## src/rtl/dks_pkg.sv

```systemverilog
`default_nettype none

package dks_pkg;

  localparam int KEY_BITS    = 64;
  localparam int HALF_BITS   = 28;
  localparam int PC1_BITS    = 56;
  localparam int SUBKEY_BITS = 48;
  localparam int NUM_ROUNDS  = 16;

  localparam logic [3:0] LAST_ROUND = 4'd15;

  typedef logic [HALF_BITS-1:0]   half_t;
  typedef logic [SUBKEY_BITS-1:0] subkey_t;
  typedef logic [3:0]             round_t;

  typedef struct packed {
    half_t c;
    half_t d;
  } halves_t;

  // One means the round rotates by two places, zero by one place.
  localparam logic ROT_TWO [NUM_ROUNDS] = '{
    1'b0, 1'b0, 1'b1, 1'b1, 1'b1, 1'b1, 1'b1, 1'b1,
    1'b0, 1'b1, 1'b1, 1'b1, 1'b1, 1'b1, 1'b1, 1'b0
  };

  localparam logic [6:0] PC1_TABLE [PC1_BITS] = '{
    7'd57, 7'd49, 7'd41, 7'd33, 7'd25, 7'd17, 7'd9,  7'd1,  7'd58, 7'd50,
    7'd42, 7'd34, 7'd26, 7'd18, 7'd10, 7'd2,  7'd59, 7'd51, 7'd43, 7'd35,
    7'd27, 7'd19, 7'd11, 7'd3,  7'd60, 7'd52, 7'd44, 7'd36, 7'd63, 7'd55,
    7'd47, 7'd39, 7'd31, 7'd23, 7'd15, 7'd7,  7'd62, 7'd54, 7'd46, 7'd38,
    7'd30, 7'd22, 7'd14, 7'd6,  7'd61, 7'd53, 7'd45, 7'd37, 7'd29, 7'd21,
    7'd13, 7'd5,  7'd28, 7'd20, 7'd12, 7'd4
  };

  localparam logic [5:0] PC2_TABLE [SUBKEY_BITS] = '{
    6'd14, 6'd17, 6'd11, 6'd24, 6'd1,  6'd5,  6'd3,  6'd28, 6'd15, 6'd6,
    6'd21, 6'd10, 6'd23, 6'd19, 6'd12, 6'd4,  6'd26, 6'd8,  6'd16, 6'd7,
    6'd27, 6'd20, 6'd13, 6'd2,  6'd41, 6'd52, 6'd31, 6'd37, 6'd47, 6'd55,
    6'd30, 6'd40, 6'd51, 6'd45, 6'd33, 6'd48, 6'd44, 6'd49, 6'd39, 6'd56,
    6'd34, 6'd53, 6'd46, 6'd42, 6'd50, 6'd36, 6'd29, 6'd32
  };

  // Bit one of the DES numbering is the most significant bit.
  function automatic halves_t pc1(input logic [KEY_BITS-1:0] key);
    logic [PC1_BITS-1:0] r;
    for (int i = 0; i < PC1_BITS; i++) begin
      r[PC1_BITS-1-i] = key[KEY_BITS - int'(PC1_TABLE[i])];
    end
    return halves_t'(r);
  endfunction

  function automatic subkey_t pc2(input halves_t cd);
    logic [PC1_BITS-1:0] v;
    subkey_t r;
    v = cd;
    for (int i = 0; i < SUBKEY_BITS; i++) begin
      r[SUBKEY_BITS-1-i] = v[PC1_BITS - int'(PC2_TABLE[i])];
    end
    return r;
  endfunction

  function automatic half_t rotate_half(input half_t x, input logic two);
    return two ? {x[HALF_BITS-3:0], x[HALF_BITS-1:HALF_BITS-2]}
               : {x[HALF_BITS-2:0], x[HALF_BITS-1]};
  endfunction

endpackage

`default_nettype wire

```

## src/rtl/dks_front.sv

```systemverilog
`default_nettype none

module dks_front
  import dks_pkg::*;
(
  input  wire logic                clk,
  input  wire logic                rst,
  input  wire logic                push,
  output      logic                full,
  input  wire logic [KEY_BITS-1:0] des_key,
  output      logic                q_wr,
  output      halves_t             q_data,
  input  wire logic                q_full
);

  logic    held;
  logic    held_next;
  halves_t held_cd;
  logic    accept;

  assign full   = held && q_full;
  assign accept = push && !full;
  assign q_wr   = held && !q_full;
  assign q_data = held_cd;

  always_comb begin
    held_next = held;
    if (accept) begin
      held_next = 1'b1;
    end else if (q_wr) begin
      held_next = 1'b0;
    end
  end

  always_ff @(posedge clk) begin
    if (rst) begin
      held <= 1'b0;
    end else begin
      held <= held_next;
    end
    if (accept) begin
      held_cd <= pc1(des_key);
    end
  end

endmodule

`default_nettype wire

```

## src/rtl/dks_queue.sv

```systemverilog
`default_nettype none

module dks_queue
  import dks_pkg::*;
#(
  parameter int DEPTH = 2
) (
  input  wire logic    clk,
  input  wire logic    rst,
  input  wire logic    wr,
  input  wire halves_t wr_data,
  output      logic    q_full,
  input  wire logic    rd,
  output      halves_t rd_data,
  output      logic    q_empty
);

  localparam int AW = (DEPTH > 1) ? $clog2(DEPTH) : 1;
  localparam int CW = $clog2(DEPTH + 1);

  halves_t         slots [DEPTH];
  logic [AW-1:0]   wr_ptr;
  logic [AW-1:0]   rd_ptr;
  logic [CW-1:0]   count;
  logic [CW-1:0]   count_next;
  logic            do_wr;
  logic            do_rd;

  assign q_full  = (count == CW'(DEPTH));
  assign q_empty = (count == '0);
  assign do_wr   = wr && !q_full;
  assign do_rd   = rd && !q_empty;
  assign rd_data = slots[rd_ptr];

  always_comb begin
    count_next = count;
    if (do_wr && !do_rd) begin
      count_next = count + 1'b1;
    end else if (do_rd && !do_wr) begin
      count_next = count - 1'b1;
    end
  end

  always_ff @(posedge clk) begin
    if (rst) begin
      wr_ptr <= '0;
      rd_ptr <= '0;
      count  <= '0;
    end else begin
      count <= count_next;
      if (do_wr) begin
        wr_ptr <= (wr_ptr == AW'(DEPTH - 1)) ? '0 : wr_ptr + 1'b1;
      end
      if (do_rd) begin
        rd_ptr <= (rd_ptr == AW'(DEPTH - 1)) ? '0 : rd_ptr + 1'b1;
      end
    end
    if (do_wr) begin
      slots[wr_ptr] <= wr_data;
    end
  end

endmodule

`default_nettype wire

```

## src/rtl/dks_back.sv

```systemverilog
`default_nettype none

module dks_back
  import dks_pkg::*;
(
  input  wire logic    clk,
  input  wire logic    rst,
  input  wire halves_t q_data,
  input  wire logic    q_empty,
  output      logic    q_rd,
  output      logic    empty,
  input  wire logic    pop,
  output      subkey_t round_subkey,
  output      round_t  round_index,
  output      logic    last_round
);

  logic    busy;
  logic    busy_next;
  halves_t cd;
  halves_t cd_rot;
  round_t  round;
  logic    out_valid;
  logic    advance;
  logic    finishing;

  assign empty     = !out_valid;
  assign advance   = busy && (!out_valid || pop);
  assign finishing = advance && (round == LAST_ROUND);
  assign q_rd      = !q_empty && (!busy || finishing);

  assign cd_rot.c = rotate_half(cd.c, ROT_TWO[round]);
  assign cd_rot.d = rotate_half(cd.d, ROT_TWO[round]);

  always_comb begin
    busy_next = busy;
    if (q_rd) begin
      busy_next = 1'b1;
    end else if (finishing) begin
      busy_next = 1'b0;
    end
  end

  always_ff @(posedge clk) begin
    if (rst) begin
      busy      <= 1'b0;
      round     <= '0;
      out_valid <= 1'b0;
    end else begin
      busy <= busy_next;
      if (q_rd) begin
        round <= '0;
      end else if (advance) begin
        round <= round + 1'b1;
      end
      if (advance) begin
        out_valid <= 1'b1;
      end else if (pop) begin
        out_valid <= 1'b0;
      end
    end
    if (q_rd) begin
      cd <= q_data;
    end else if (advance) begin
      cd <= cd_rot;
    end
    if (advance) begin
      round_subkey <= pc2(cd_rot);
      round_index  <= round;
      last_round   <= (round == LAST_ROUND);
    end
  end

`ifndef SYNTH
  a_idle_round_zero: assert property (@(posedge clk) disable iff (rst)
    !busy |-> round == '0)
    else $error("round counter is not zero while the engine is idle");

  a_last_flag_index: assert property (@(posedge clk) disable iff (rst)
    out_valid && last_round |-> round_index == LAST_ROUND)
    else $error("last round flag without the final round index");

  a_run_continues: assert property (@(posedge clk) disable iff (rst)
    advance && (round != LAST_ROUND) |=> busy && round == $past(round) + 1'b1)
    else $error("run stopped before its final round");

  a_output_kept: assert property (@(posedge clk) disable iff (rst)
    out_valid && !pop |=> out_valid && $stable(round_index))
    else $error("waiting subkey was dropped or changed");
`endif

endmodule

`default_nettype wire

```

## src/rtl/des_key_schedule.sv

```systemverilog
// Channel   Direction  Handshake      Payload
// key       in         push / full    des_key[63:0]
// subkey    out        pop / empty    round_subkey[47:0], round_index[3:0], last_round
//
// Each key yields sixteen subkeys, one per cycle from the round engine while a low pop
// does not hold it, so a steady stream of keys is taken as the engine finishes each key.
// A key's first subkey passes the key register, a queue slot, the cd register and the output.
// Reset is synchronous and clears the queue, the engine and the output valid flag.
// A low pop holds the engine once a subkey waits; the key register and the queue keep taking keys.
`default_nettype none

module des_key_schedule
  import dks_pkg::*;
#(
  parameter int QUEUE_DEPTH = 2
) (
  input  wire logic                clk,
  input  wire logic                rst,
  input  wire logic                push,
  output      logic                full,
  input  wire logic [KEY_BITS-1:0] des_key,
  output      logic                empty,
  input  wire logic                pop,
  output      subkey_t             round_subkey,
  output      round_t              round_index,
  output      logic                last_round
);

  logic    q_wr;
  halves_t q_wr_data;
  logic    q_full;
  logic    q_rd;
  halves_t q_rd_data;
  logic    q_empty;

  dks_front u_front (
    .clk     (clk),
    .rst     (rst),
    .push    (push),
    .full    (full),
    .des_key (des_key),
    .q_wr    (q_wr),
    .q_data  (q_wr_data),
    .q_full  (q_full)
  );

  dks_queue #(
    .DEPTH (QUEUE_DEPTH)
  ) u_queue (
    .clk     (clk),
    .rst     (rst),
    .wr      (q_wr),
    .wr_data (q_wr_data),
    .q_full  (q_full),
    .rd      (q_rd),
    .rd_data (q_rd_data),
    .q_empty (q_empty)
  );

  dks_back u_back (
    .clk          (clk),
    .rst          (rst),
    .q_data       (q_rd_data),
    .q_empty      (q_empty),
    .q_rd         (q_rd),
    .empty        (empty),
    .pop          (pop),
    .round_subkey (round_subkey),
    .round_index  (round_index),
    .last_round   (last_round)
  );

endmodule

`default_nettype wire

```

## config.mk

```make
export PLATFORM = sky130hd
export DESIGN_NAME = des_key_schedule
export DESIGN_NICKNAME = d
export VERILOG_FILES = /design/src/rtl/dks_pkg.sv /design/src/rtl/dks_front.sv /design/src/rtl/dks_queue.sv /design/src/rtl/dks_back.sv /design/src/rtl/des_key_schedule.sv
export SDC_FILE = /design/constraint.sdc
export NUM_CORES = 1
export LEC_CHECK = 0
export BUFFER_PORTS_ARGS = -buffer_cell sky130_fd_sc_hd__clkbuf_2
export CORE_ASPECT_RATIO = 1.5
export CORE_MARGIN = 3
export CORE_UTILIZATION = 64
export CTS_CLUSTER_SIZE = 24
export DETAILED_ROUTE_END_ITERATION = 12
export PLACE_DENSITY = 0.85
export SLEW_MARGIN = 25
export SYNTH_ARGS = -nofsm -noshare
export SYNTH_HDL_FRONTEND = slang
export SYNTH_SLANG_ARGS = --single-unit
```

## constraint.sdc

```tcl
create_clock -name clk -period 5.88 [get_ports clk]
set_clock_uncertainty 0.05 [all_clocks]
set_input_delay 0.294 -clock clk [delete_from_list [all_inputs] [get_ports clk]]
set_output_delay 0.294 -clock clk [all_outputs]
set_load 0.01 [all_outputs]
```

==> impl.org <==
** Outcome
- Status :: finished clean

** Worst setup path
- Data arrives at the worst endpoint at 3.24 ns.
- Start-to-end type of the worst setup path :: reg2reg
- Setup crit start kind :: register
- Along the worst path, the maximum fanout reaches approximately 120.
- Crit end category :: register
- Data on the critical path is required at its endpoint by 6.01 ns.

** Clocking
- The number of gates resized after CTS was 0.
- CTS tree :: yes
- TritonCTS Buffers :: 25
- In this run the deepest clock path goes through 3 buffers.
- Clock net sink count :: 289
- Post-CTS repair timing setup buffer count :: 0
- Number of buffers inserted by hold repair at cts :: 57
- Cell chosen for the clock root :: clkbuf_16
- The later pin in the worst-skew pair is clocked with a latency of 0.52 ns.
- In this run the number of H-tree levels came out at 1.
- After clock tree synthesis, the clock-pin slew on the worst setup and hold paths is 0.07 ns.

** STA
- At the pin with the least slew margin, the transition time is approximately 1 ns.
- Final hold vios :: 0
- Adding up every negative setup slack in the final design gives 0 ns.
- Setup violations remaining at the end of the flow were counted as 0.
- The routed design could run at a clock period as short as 3.107 ns.
- Final worst hold slack :: 0.08295 ns
- Max-slew violation count :: 0
- Worst slew margin :: 33.22%
- Final cycle utilization of the critical path :: 52.84%
- Setup repair after global routing left no endpoint under its margin.
- Derived from the worst setup path, the maximum achievable clock frequency is approximately 0.32 GHz.

** Die
- The total area inside the core boundary comes to 0.01932 mm².
- The floorplan has a little over 60 rows.
- Count of pins on the block boundary :: 123
- The floorplan step defined a die boundary enclosing approximately 0.022 mm².
- The die is 178.8 µm tall.
- The die is roughly 120 µm wide.
- Once the floorplan was initialized, standard cells occupied 65.92% of the core.

** Logic synthesis
- Among all flip-flop cells after synthesis, the most frequent one is edfxtp_1.
- Register area share after synthesis :: 67.21%
- Gate count after technology mapping :: 840
- Counting distinct cell types in the post-synthesis netlist gives 32.
- Cell Area, Synth :: 0.01273 mm²
- Counting every net in the synthesized netlist gives around 910.
- Async SR Flop Fraction :: 0%
- Yosys printed 0 warnings.
- Mean area per synthesized cell :: 15.16 µm²
- #FFs+latches synth :: 289
- Count of flip-flops with a built-in enable after synthesis :: 277

** Power
- Post-layout power :: 0.006861 W
- VDD sags by at most around 320 µV.
- Leakage power figure :: around 5.3 nW
- Power density of the placed cells :: ~460 mW/mm²
- Net load switching power :: 0.002118 W
- Logic pwr share :: 27.4%
- Of the total power, the share spent switching nets is a little under a third.
- Of the total power, registers draw 48.2%.
- Design internal power :: 0.004743 W
- Clock Power Share :: 24.4%

** GRT
- Total grt overflow :: 0
- In the global route stage, overall resource usage came out at 22.29%.
- Entering global routing, the biggest net connects 117 pins.
- Wire length of the first global-routing pass :: 38.12 mm
- The number of global-route vias before repair came to 7431.
- The initial antenna violation count is 0.

** Placement
- Port bufs :: 114
- The wire-length estimate of the detail-placed layout is 12.96 mm.
- DP Area :: ~0.013 mm²
- Routability-driven placement finished with a final weighted congestion of 0.7735.

** Routing
- In the routed design, unresolved DRC markers number 0.
- Total wire length after detailed routing :: roughly 24 mm
- Number of design-rule violations left by the first detailed-router iteration :: 675
- In the final routed layout, each cell accounts on average for about 19 µm.
- Before antenna repair, the detailed router went through 5 iterations.
- In the routed layout, each cell is associated on average with a via count of 5.733.
- Routed metal-1 wire length :: 9.882 mm
- In this run the remaining antenna-violating nets after routing total 0.
- Across all layers, the routed design uses about 7300 vias.
- In the detailed route, the total length drawn on met3 is ~1.1 mm.
- The highest layer touched by signal routing is met4.
- Met2 WL :: 12.00 mm

** Job
- Max-cap violations in this run came to 0.

** Final layout
- Commonest non-fill, non-tap cell in the layout :: edfxtp_1
- Layout Cell Area excl Fill :: 0.01484 mm²
- Layout Area Growth over Synthesis :: 16.54%
- Final nets :: around 1100
- Highest-count cells in the layout ignoring fill and taps :: edfxtp_1, mux2i_1, clkbuf_2
- Of the cells placed in the final design, the portion with a size suffix greater than 1 is 21.84%.
- Number of inserted diodes :: 0

** Hold path
- The tightest min-delay check is of the in2reg type.
## synthesized netlist by cell type (4+ instances only)
cell / count / area, µm²
inv_1: 55 / 206.5
a21oi_1: 51 / 255.2
edfxtp_1: 277 / 8318
xor2_1: 4 / 35.03
nor2_1: 8 / 30.03
mux2i_1: 169 / 1692
nand2b_1: 50 / 312.8
nand2_1: 60 / 225.2
buf_8: 4 / 60.06
buf_2: 24 / 120.1
a21boi_0: 8 / 60.06
clkbuf_1: 13 / 48.80
a211oi_1: 8 / 60.06
nor3_1: 4 / 20.02
a311oi_2: 41 / 615.6
buf_6: 12 / 135.1
nor2b_1: 11 / 68.82
dfxtp_1: 12 / 240.2
a311oi_1: 7 / 61.31
## sequential cells by signal, summed over array words and instances (netlist names), 2 cells and up, named ones only
register             flops
u_queue.slots          112
u_front.q_data          56
u_back.round_subkey     48
u_back.round_index       4
u_back.cd               56
u_queue.count            2
u_back.round             4
## path summary, 6_finish.rpt
check / startpoint / to / slack, ns / cells after the start
worst max register to register: u_back.round[2]$_SDFFE_PP0P_ / u_back.cd[28]$_DFFE_PP_ / 2.77 / 6
worst max-delay path: u_back.round[2]$_SDFFE_PP0P_ / u_back.cd[28]$_DFFE_PP_ / 2.77 / 6
worst min register to register: u_front.q_data[35]$_DFFE_PP_ / u_queue.slots[0][35]$_DFFE_PP_ / 0.39 / 0
worst min-delay path: rst / u_back.out_valid$_SDFFE_PP0P_ / 0.08 / 2
## power by group through the flow
stage	Combinational (W)	Sequential, W	Clock, W
after floorplan	0.00135	0.00332	0
after global placement	0.00172	0.00338	0
after detailed placement	0.00178	0.00340	0
after CTS	0.00182	0.00336	0.00169
after global routing	0.00207	0.00336	0.00178
final	0.00188	0.00331	0.00168
## metrics by stage
stage	std cells	setup slack, ns	util [%]
finish	1268	2.773	76.82
global route	1268	2.509	76.82
floorplan	840	2.238	-
detailed placement	1165	2.764	69.37
CTS	1267	2.763	76.66
global placement	1163	2.873	69.08
## cell type report
type,count,area [µm²]
multi-input combinational,439,3613
fill,1114,4477
clock buffer,25,625.6
inverter,57,214.0
sequential,289,8566
clock inverter,20,212.7
tap,256,320.3
timing repair buffer,182,1287
## per-layer routing
layer,track usage [%],vias up
met5,0,-
met4,8.411,0
met3,2.557,51
met2,38.25,251
met1,29.50,3513
li1,-,3454
## cells by family after synthesis
logic type	synth area share, %
AO/OA/AOI/OAI	8.362
XOR/XNOR	0.4127
adder cells (fa/ha/maj)	0.2948
buffers and inverters	4.658
flip-flops	67.21
multiplexers	13.46
AND/OR/NAND/NOR	5.601
## critical path, stage by stage (launching register included)
cell and delay [ns]:
dfxtp_4 1.00, and3_1 0.31, a21o_1 0.15, nor2b_4 0.17, inv_2 0.05, nand2_2 0.52, buf_4 0.48
Note: power is estimated with default switching activity, not from simulation.
